## src/rtl/gtq_pkg.sv

```systemverilog
// ----------------------------------------------------------------------------
// gtq_pkg
// Shared types and constants of the grouped team FIFO queue.
// ----------------------------------------------------------------------------
`default_nettype none

package gtq_pkg;

  localparam int unsigned DEF_ELEMENTS = 4096;
  localparam int unsigned DEF_TEAMS    = 64;
  localparam int unsigned DEF_CAPACITY = 1024;

  localparam int unsigned REQ_W   = 2;
  localparam int unsigned ELEM_W  = 12;
  localparam int unsigned TEAM_W  = 6;
  localparam int unsigned STAT_W  = 2;

  localparam logic [REQ_W-1:0] REQ_BIND  = 2'd0;
  localparam logic [REQ_W-1:0] REQ_ENQ   = 2'd1;
  localparam logic [REQ_W-1:0] REQ_DEQ   = 2'd2;
  localparam logic [REQ_W-1:0] REQ_CLEAR = 2'd3;

  localparam logic [STAT_W-1:0] ST_OK    = 2'd0;
  localparam logic [STAT_W-1:0] ST_EMPTY = 2'd1;
  localparam logic [STAT_W-1:0] ST_FULL  = 2'd2;

  typedef struct packed {
    logic [REQ_W-1:0]  req_type;
    logic [ELEM_W-1:0] element;
    logic [TEAM_W-1:0] team_id;
  } req_t;

  typedef struct packed {
    logic [ELEM_W-1:0] out_value;
    logic [STAT_W-1:0] status;
  } rsp_t;

  typedef struct packed {
    logic              latch;
    logic              mod1;
    logic              mod2;
    logic              mod3;
    logic              bind_wr;
    logic              mem_rd;
    logic              enq_look;
    logic              enq_commit;
    logic              order_rd;
    logic              deq_look;
    logic              deq_slot;
    logic              deq_commit;
    logic              clear;
    logic              respond;
    logic [STAT_W-1:0] status;
  } cmd_t;

  typedef struct packed {
    logic [REQ_W-1:0] req_type;
    logic             full;
    logic             empty;
  } sts_t;

endpackage

`default_nettype wire

```

## src/rtl/gtq_ctrl.sv

```systemverilog
// ----------------------------------------------------------------------------
// gtq_ctrl
// Request sequencer: steps each request through decode and, as its type needs, modulo, lookup and commit phases.
// ----------------------------------------------------------------------------
`default_nettype none

module gtq_ctrl
  import gtq_pkg::*;
(
  input  wire logic clk_i,
  input  wire logic rst_ni,
  input  wire logic start,
  output logic      busy,
  input  wire sts_t sts_i,
  output cmd_t      cmd_o
);

  typedef enum logic [3:0] {
    S_IDLE, S_DECODE, S_MOD2, S_MOD3, S_BIND,
    S_E1, S_E2, S_E3, S_D2, S_D3, S_D4
  } state_e;

  state_e state_q, state_d;

  assign busy = (state_q != S_IDLE);

  always_comb begin
    cmd_o   = '0;
    state_d = state_q;
    case (state_q)
      S_IDLE: begin
        if (start) begin
          cmd_o.latch = 1'b1;
          state_d     = S_DECODE;
        end
      end
      S_DECODE: begin
        cmd_o.mod1 = 1'b1;
        case (sts_i.req_type)
          REQ_BIND, REQ_ENQ: state_d = S_MOD2;
          REQ_DEQ: begin
            if (sts_i.empty) begin
              cmd_o.respond = 1'b1;
              cmd_o.status  = ST_EMPTY;
              state_d       = S_IDLE;
            end else begin
              cmd_o.order_rd = 1'b1;
              state_d        = S_D2;
            end
          end
          default: begin
            cmd_o.clear   = 1'b1;
            cmd_o.respond = 1'b1;
            cmd_o.status  = ST_OK;
            state_d       = S_IDLE;
          end
        endcase
      end
      S_MOD2: begin
        cmd_o.mod2 = 1'b1;
        state_d    = S_MOD3;
      end
      S_MOD3: begin
        cmd_o.mod3 = 1'b1;
        if (sts_i.req_type == REQ_BIND) begin
          state_d = S_BIND;
        end else if (sts_i.full) begin
          cmd_o.respond = 1'b1;
          cmd_o.status  = ST_FULL;
          state_d       = S_IDLE;
        end else begin
          state_d = S_E1;
        end
      end
      S_BIND: begin
        cmd_o.bind_wr = 1'b1;
        cmd_o.respond = 1'b1;
        cmd_o.status  = ST_OK;
        state_d       = S_IDLE;
      end
      S_E1: begin
        cmd_o.mem_rd = 1'b1;
        state_d      = S_E2;
      end
      S_E2: begin
        cmd_o.enq_look = 1'b1;
        state_d        = S_E3;
      end
      S_E3: begin
        cmd_o.enq_commit = 1'b1;
        cmd_o.respond    = 1'b1;
        cmd_o.status     = ST_OK;
        state_d          = S_IDLE;
      end
      S_D2: begin
        cmd_o.deq_look = 1'b1;
        state_d        = S_D3;
      end
      S_D3: begin
        cmd_o.deq_slot = 1'b1;
        state_d        = S_D4;
      end
      S_D4: begin
        cmd_o.deq_commit = 1'b1;
        cmd_o.respond    = 1'b1;
        cmd_o.status     = ST_OK;
        state_d          = S_IDLE;
      end
      default: state_d = S_IDLE;
    endcase
  end

  always_ff @(posedge clk_i or negedge rst_ni) begin
    if (!rst_ni) begin
      state_q <= S_IDLE;
    end else begin
      state_q <= state_d;
    end
  end

endmodule

`default_nettype wire

```

## config.mk

```make
export PLATFORM = sky130hd
export DESIGN_NAME = gtq_ctrl
export DESIGN_NICKNAME = d
export VERILOG_FILES = /design/src/rtl/gtq_pkg.sv /design/src/rtl/gtq_ctrl.sv
export SDC_FILE = /design/constraint.sdc
export NUM_CORES = 1
export LEC_CHECK = 0
export BUFFER_PORTS_ARGS = -buffer_cell sky130_fd_sc_hd__buf_2
export CAP_MARGIN = 25
export CORE_AREA = 2 2 39 41
export CTS_BUF_LIST = sky130_fd_sc_hd__clkbuf_16
export DETAILED_ROUTE_END_ITERATION = 12
export DIE_AREA = 0 0 41 43
export GPL_TIMING_DRIVEN = 0
export SLEW_MARGIN = 20
export SYNTH_ARGS = -nofsm -noshare
export SYNTH_HDL_FRONTEND = slang
export SYNTH_SLANG_ARGS = --single-unit
```

## constraint.sdc

```tcl
create_clock -name clk_i -period 2.95 [get_ports clk_i]
set_input_delay 0.7375 -clock clk_i [delete_from_list [all_inputs] [get_ports clk_i]]
set_output_delay 0.7375 -clock clk_i [all_outputs]
set_load 0.01 [all_outputs]
```

==> results of run 1 <==
path summary, 6_finish.rpt:
check | from | to | slack (ns) | cells after the start
min in group clk_i | state_q[1]$_DFFE_PN0P_ | state_q[3]$_DFFE_PN0P_ | 0.61 | 2
worst max-delay path | sts_i[2] | cmd_o[2] | 0.68 | 5
worst min register to register | state_q[1]$_DFFE_PN0P_ | state_q[3]$_DFFE_PN0P_ | 0.61 | 2
max in group asynchronous | rst_ni | state_q[1]$_DFFE_PN0P_ | 2.51 | 1
worst max register to register | state_q[1]$_DFFE_PN0P_ | state_q[3]$_DFFE_PN0P_ | 1.69 | 4
worst min-delay path | rst_ni | state_q[0]$_DFFE_PN0P_ | 0.31 | 1
cell families after synthesis:
kind of cell    synth area share [%]
compound gates                 19.23
buf+inv                        5.449
simple gates                   49.69
flops                          25.64
routing by layer:
layer  global-route usage, %  wire length, µm
met1                   17.80              514
met2                   19.06              529
met3                   4.712               61
met4                   12.00                0
met5                       0                0
final cells by class:
type	count	area, µm²
fillers	150	783.3
flip-flops and latches	4	100.1
plain buffers	3	17.52
inverters	1	3.754
repair buffers	23	115.1
well taps	16	20.02
multi-input cells	40	269.0
clock buffers	3	75.07
layout by cell type, fill, tap and decap left out, types with 2 or more instances in the layout:
| cell | count |
|---|---|
| and3_1 | 2 |
| buf_2 | 25 |
| clkbuf_16 | 3 |
| dfrtp_1 | 4 |
| nand2_1 | 2 |
| nand2b_1 | 3 |
| nor2_1 | 7 |
| nor2b_1 | 3 |
| nor3_1 | 5 |
through the flow:
step                      cell area (µm²)  utilization [%]  worst slack (ns)   power, W  instances
after global placement              525.5            37.97            0.6750  0.0004874         87
after floorplan                     390.4                -            0.7402  0.0003720         48
final                               600.6            43.40            0.6837  0.0007006         90
after detailed placement            525.5            37.97            0.6841  0.0004885         87
after CTS                           600.6            43.40            0.6641  0.0007077         90
after global routing                600.6            43.40            0.5151  0.0007515         90
power by group through the flow:
| stage | logic, W | registers [W] | clock network [W] |
|---|---|---|---|
| final | 0.000378 | 0.000112 | 0.000211 |
| after global routing | 0.000416 | 0.000116 | 0.000220 |
| after CTS | 0.000380 | 0.000112 | 0.000215 |
| after detailed placement | 0.000377 | 0.000111 | 0 |
| after global placement | 0.000376 | 0.000111 | 0 |
| after floorplan | 0.000268 | 0.000104 | 0 |
==> impl_metrics.csv, run 1 <==
group,metric,value,unit
clock_tree,cts_tree,"built",
sta,fmax,441.2,MHz
detailed_routing,wl_per_cell,12.28,µm
synthesis,synth_cell_types,28,
finish,antenna_cells,0,
power_and_ir_drop,p_clk_share,30.2,%
placement,portBuffers,23,
floorplan,die_w,41,µm
synthesis,synth-edff-count,0,
synthesis,ys_async_sr_fraction,100.0,%
synthesis,syn_area_per_cell,8.133,µm²
synthesis,synth_common_cells,"nor2_1 (7), nor3_1 (5), dfrtp_1 (4), nand2b_1 (3), nor2b_1 (3)",
sta,worst_pin_slew,0.3179,ns
critical_path,critPathMaxFanout,7,
placement,place.gp.congestion,0.7591,
global_routing,grt_start_max_net_pins,11,
power_and_ir_drop,p_sw,0.0002818,W
synthesis,yosysMostFrequentCell,"nor2_1",
global_routing,overflow,0,
sta,final_max_slew_viol_count,0,
synthesis,ys_seq_area_share,25.64,%
synthesis,synth_area,390.4,µm²
critical_path,endpoint_kind,"primary output",
floorplan,dieArea,1763,µm²
min_path,hold_class,"input pin to async pin",
sta,period_needed,2.266,ns
sta,finalSetupViolations,0,
sta,hold_viol,0,
floorplan,ios,24,
sta,hold_ws,0.3129,ns
run_status,status,"finished clean",
detailed_routing,drt-initial-drc-count,8,
sta,finalCritPeriodShare,76.82,%
critical_path,critPathLaunchType,"input pin",
sta,rsz0062_at_grt,"no",
synthesis,synth_seq_cells,4,
global_routing,antenna_found_initial,0,
critical_path,path_common_cell,"buf_2",
clock_tree,cts_root_buf,"clkbuf_16",
detailed_routing,firstDrtPassIters,3,
finish,area_delta_synth_final,53.85,%
clock_tree,cts_hold_buffers,0,
global_routing,first_global_vias,383,
floorplan,die_h,43,µm
critical_path,critPathRequiredTime,2.21,ns
synthesis,synth_top_area_share,25.64,%
detailed_routing,postRouteAntennaNets,0,
power_and_ir_drop,pwr-share-comb,53.9,%
power_and_ir_drop,power.share.sequential,15.9,%
synthesis,synth_area_leaders,"dfrtp_1 (26%), nor2_1 (6.7%), nor3_1 (6.4%)",
critical_path,worstPathCellList,"buf_2, o21ai_0, nor4_1, nand4bb_1, buf_2",
critical_path,worstSetupPathType,"input pin to primary output",
floorplan,core,1384,µm²
clock_tree,cts_buffers,3,
placement,dp_hpwl,774.8,µm
floorplan,num_rows,14,
synthesis,synth_top_cell_by_area,"dfrtp_1",
detailed_routing,route.detailed.drc,0,
power_and_ir_drop,leakage,0.3080,nW
detailed_routing,wirelength,1.105,mm
clock_tree,post_cts_buffers,0,
sta,relSlewSlack,78.71,%
finish,final_layout_size_suffix_gt1_share,44.59,%
power_and_ir_drop,irDropWorstVdd,0.4515,mV
run,drv_cap,0,
clock_tree,h-tree-depth,1,
clock_tree,clkTransAtPathRegs,0.03,ns
critical_path,cp_top_family,"simple AND/OR/NAND/NOR gates",
sta,finClkSkew,0.003145,ns
finish,top_register,"state_q",
clock_tree,cts.path.max_buffers,2,
critical_path,worstPathArrival,1.53,ns
detailed_routing,num_vias,454,
critical_path,slowest_stage,"nor4_1",
power_and_ir_drop,p_sw_share,40.22,%
finish,largest_register_ffs,4,
clock_tree,cts_resized,0,
synthesis,syn_inst,48,
power_and_ir_drop,p_int,0.0004188,W
clock_tree,numClockSinks,4,
critical_path,worst-path-buf-inv,2,
floorplan,initial_core_util,28.21,%
global_routing,grt_pass1_wl,1.628,mm
clock_tree,insertion_delay,0.22,ns
synthesis,synthFlopType,"dfrtp_1",
synthesis,synth_fp_nets,55,
sta,fin_tns_setup,0,ns
detailed_routing,viasPerCell,5.044,
finish,nets,83,
finish,reg_top3,"state_q x4",
power_and_ir_drop,powerDensity,1167,nW/µm²
critical_path,crit_path_max_incr_delay,0.22,ns
global_routing,grt_util_all_layers,14.39,%
synthesis,yosys_warnings,0,
(Power assumes the default switching activity.)
==> inputs of run 2 (changes only) <==
--- a/config.mk
+++ b/config.mk
@@ -5,6 +5,7 @@
 export SDC_FILE = /design/constraint.sdc
 export NUM_CORES = 1
 export LEC_CHECK = 0
+export ABC_AREA = 1
 export BUFFER_PORTS_ARGS = -buffer_cell sky130_fd_sc_hd__buf_2
 export CAP_MARGIN = 25
 export CORE_AREA = 2 2 39 41
==> constraint.sdc (replaced) <==
create_clock -name clk_i -period 2.3 [get_ports clk_i]
set_input_delay 0.575 -clock clk_i [delete_from_list [all_inputs] [get_ports clk_i]]
set_output_delay 0.575 -clock clk_i [all_outputs]
set_load 0.01 [all_outputs]
==> impl_metrics.csv, run 2 <==
group,metric,value,unit
clock_tree,clkTransAtPathRegs,0.03,ns
floorplan,dieArea,1763,µm²
global_routing,grt_start_max_net_pins,9,
synthesis,synth_top_cell_by_area,"dfrtp_1",
power_and_ir_drop,irDropWorstVdd,0.7060,mV
floorplan,die_h,43,µm
finish,antenna_cells,0,
clock_tree,h-tree-depth,1,
floorplan,core,1384,µm²
sta,period_needed,1.878,ns
finish,nets,105,
synthesis,synth_cell_types,15,
critical_path,worstSetupPathType,"input pin to primary output",
detailed_routing,viasPerCell,4.223,
detailed_routing,drt-initial-drc-count,6,
synthesis,synth_fp_nets,77,
sta,fmax,532.5,MHz
detailed_routing,wirelength,1.043,mm
critical_path,endpoint_kind,"primary output",
placement,place.gp.congestion,0.7765,
sta,hold_viol,0,
synthesis,ys_seq_area_share,25.72,%
critical_path,critPathRequiredTime,1.73,ns
detailed_routing,firstDrtPassIters,4,
global_routing,overflow,0,
placement,portBuffers,23,
finish,layout_common_cells,"buf_2 (23), nor2_1 (20), nand2_1 (17)",
synthesis,syn_area_per_cell,5.559,µm²
detailed_routing,route.detailed.drc,0,
detailed_routing,wl_per_cell,9.313,µm
detailed_routing,postRouteAntennaNets,0,
sta,rsz0062_at_grt,"no",
clock_tree,numClockSinks,4,
sta,fin_tns_setup,0,ns
finish,top_register,"state_q",
synthesis,synth_area_leaders,"dfrtp_1 (26%), nor2_1 (19%), nand2_1 (16%)",
floorplan,die_w,41,µm
sta,final_max_slew_viol_count,0,
clock_tree,cts_root_buf,"clkbuf_16",
detailed_routing,num_vias,473,
synthesis,synth_common_cells,"nor2_1 (20), nand2_1 (17), inv_1 (11), dfrtp_1 (4), nand3_1 (3)",
finish,final_layout_size_suffix_gt1_share,35.42,%
critical_path,ff2ff_path_depth,5,
finish,largest_register_ffs,4,
critical_path,r2r_start,"state_q[0]$_DFFE_PN0P_",
clock_tree,cts_resized,0,
power_and_ir_drop,powerDensity,1489,nW/µm²
sta,finalSetupViolations,0,
critical_path,worstPathArrival,1.30,ns
sta,finalCritPeriodShare,81.65,%
critical_path,r2r_slack,1.27,ns
global_routing,grt_pass1_wl,1.731,mm
finish,final_common_cell,"buf_2",
synthesis,yosysMostFrequentCell,"nor2_1",
global_routing,grt_util_all_layers,14.42,%
floorplan,ios,24,
synthesis,synth_area,389.1,µm²
global_routing,antenna_found_initial,0,
synthesis,syn_inst,70,
clock_tree,cts.path.max_buffers,2,
sta,relSlewSlack,82.01,%
finish,reg_top3,"state_q x4",
floorplan,num_rows,14,
synthesis,yosys_warnings,0,
run_status,status,"finished clean",
finish,area_delta_synth_final,54.02,%
power_and_ir_drop,leakage,0.3889,nW
sta,finClkSkew,0.0001672,ns
synthesis,synthFlopType,"dfrtp_1",
clock_tree,cts_buffers,3,
clock_tree,cts_hold_buffers,0,
clock_tree,cts_tree,"built",
global_routing,first_global_vias,458,
critical_path,r2r-end,"state_q[1]$_DFFE_PN0P_",
min_path,hold_class,"input pin to async pin",
floorplan,initial_core_util,28.12,%
sta,hold_ws,0.1509,ns
critical_path,critPathMaxFanout,6,
synthesis,synth_top_area_share,25.72,%
critical_path,critPathLaunchType,"input pin",
synthesis,synth_seq_cells,4,
placement,dp_hpwl,809.2,µm
synthesis,ys_async_sr_fraction,100.0,%
run,drv_cap,0,
clock_tree,insertion_delay,0.22,ns
clock_tree,post_cts_buffers,0,
synthesis,synth-edff-count,0,
sta,worst_pin_slew,0.2671,ns
-- run 2: cell types whose count changed after synthesis, sizes merged, moves of 2 or more --
cell	delta
o32ai	-2
nand3	+3
nor3	-3
inv	+12
nand2b	-3
nand2	+16
nor2	+16
buf	-2
and3	-2
nor2b	-3
-- run 2: cell families after synthesis --
kind of cell           Yosys count  synth area share, %
buffers and inverters           14                15.43
DFF                              4                25.72
AOI/OAI and AO/OA                4                5.466
and+or+nand+nor                 48                53.37
-- run 2: how the worst max path moves through the flow --
| stage | from | end | cells past startpoint |
|---|---|---|---|
| 2_1_floorplan | sts_i[2] | cmd_o[2] | 4 |
| 3_3_place_gp | sts_i[3] | cmd_o[2] | 6 |
| 3_5_place_dp | sts_i[3] | cmd_o[2] | 6 |
| 4_1_cts | sts_i[3] | cmd_o[2] | 6 |
| 5_1_grt | state_q[2]$_DFFE_PN0P_ | cmd_o[2] | 6 |
| 6_report | sts_i[3] | cmd_o[2] | 6 |
-- run 2: cell type report --
class / count / area (µm²)
inverter: 13 / 48.80
multi-input combinational: 52 / 229.0
sequential: 4 / 100.1
tap: 16 / 20.02
buffer: 1 / 11.26
timing repair buffer: 23 / 115.1
clock buffer: 3 / 75.07
fill: 149 / 784.5
-- run 2: metal layers --
metal	wire [µm]	vias to the layer above	global-route usage, %	part of all wire, %
met2	485	19	22.19	47
met3	64	0	3.665	6.1
met5	0	-	0	0
met1	493	191	17.26	47
met4	0	0	8.000	0
li1	-	263	-	-
-- run 2: critical path, stage by stage --
cell	delay, ns
buf_2	0.13
o21ai_0	0.24
nor2_2	0.08
nor2_1	0.10
nand2_1	0.05
buf_2	0.13
-- run 2: metrics by stage --
stage | worst slack [ns] | std cells | total power, W | instance area [µm²] | util [%]
6_report | 0.4220 | 112 | 0.0008922 | 599.3 | 43.31
5_1_grt | 0.2921 | 112 | 0.0009762 | 599.3 | 43.31
4_1_cts | 0.4115 | 112 | 0.0009012 | 599.3 | 43.31
3_5_place_dp | 0.4133 | 109 | 0.0006261 | 524.3 | 37.88
3_3_place_gp | 0.4224 | 109 | 0.0006214 | 524.3 | 37.88
2_1_floorplan | 0.6340 | 70 | 0.0004745 | 389.1 | -
-- run 2: report_power, final --
part	switching, W	internal, W
combinational	0.000310	0.000174
sequential	0.0000351	0.000105
clock	0.0000459	0.000222
total	0.000391	0.000501
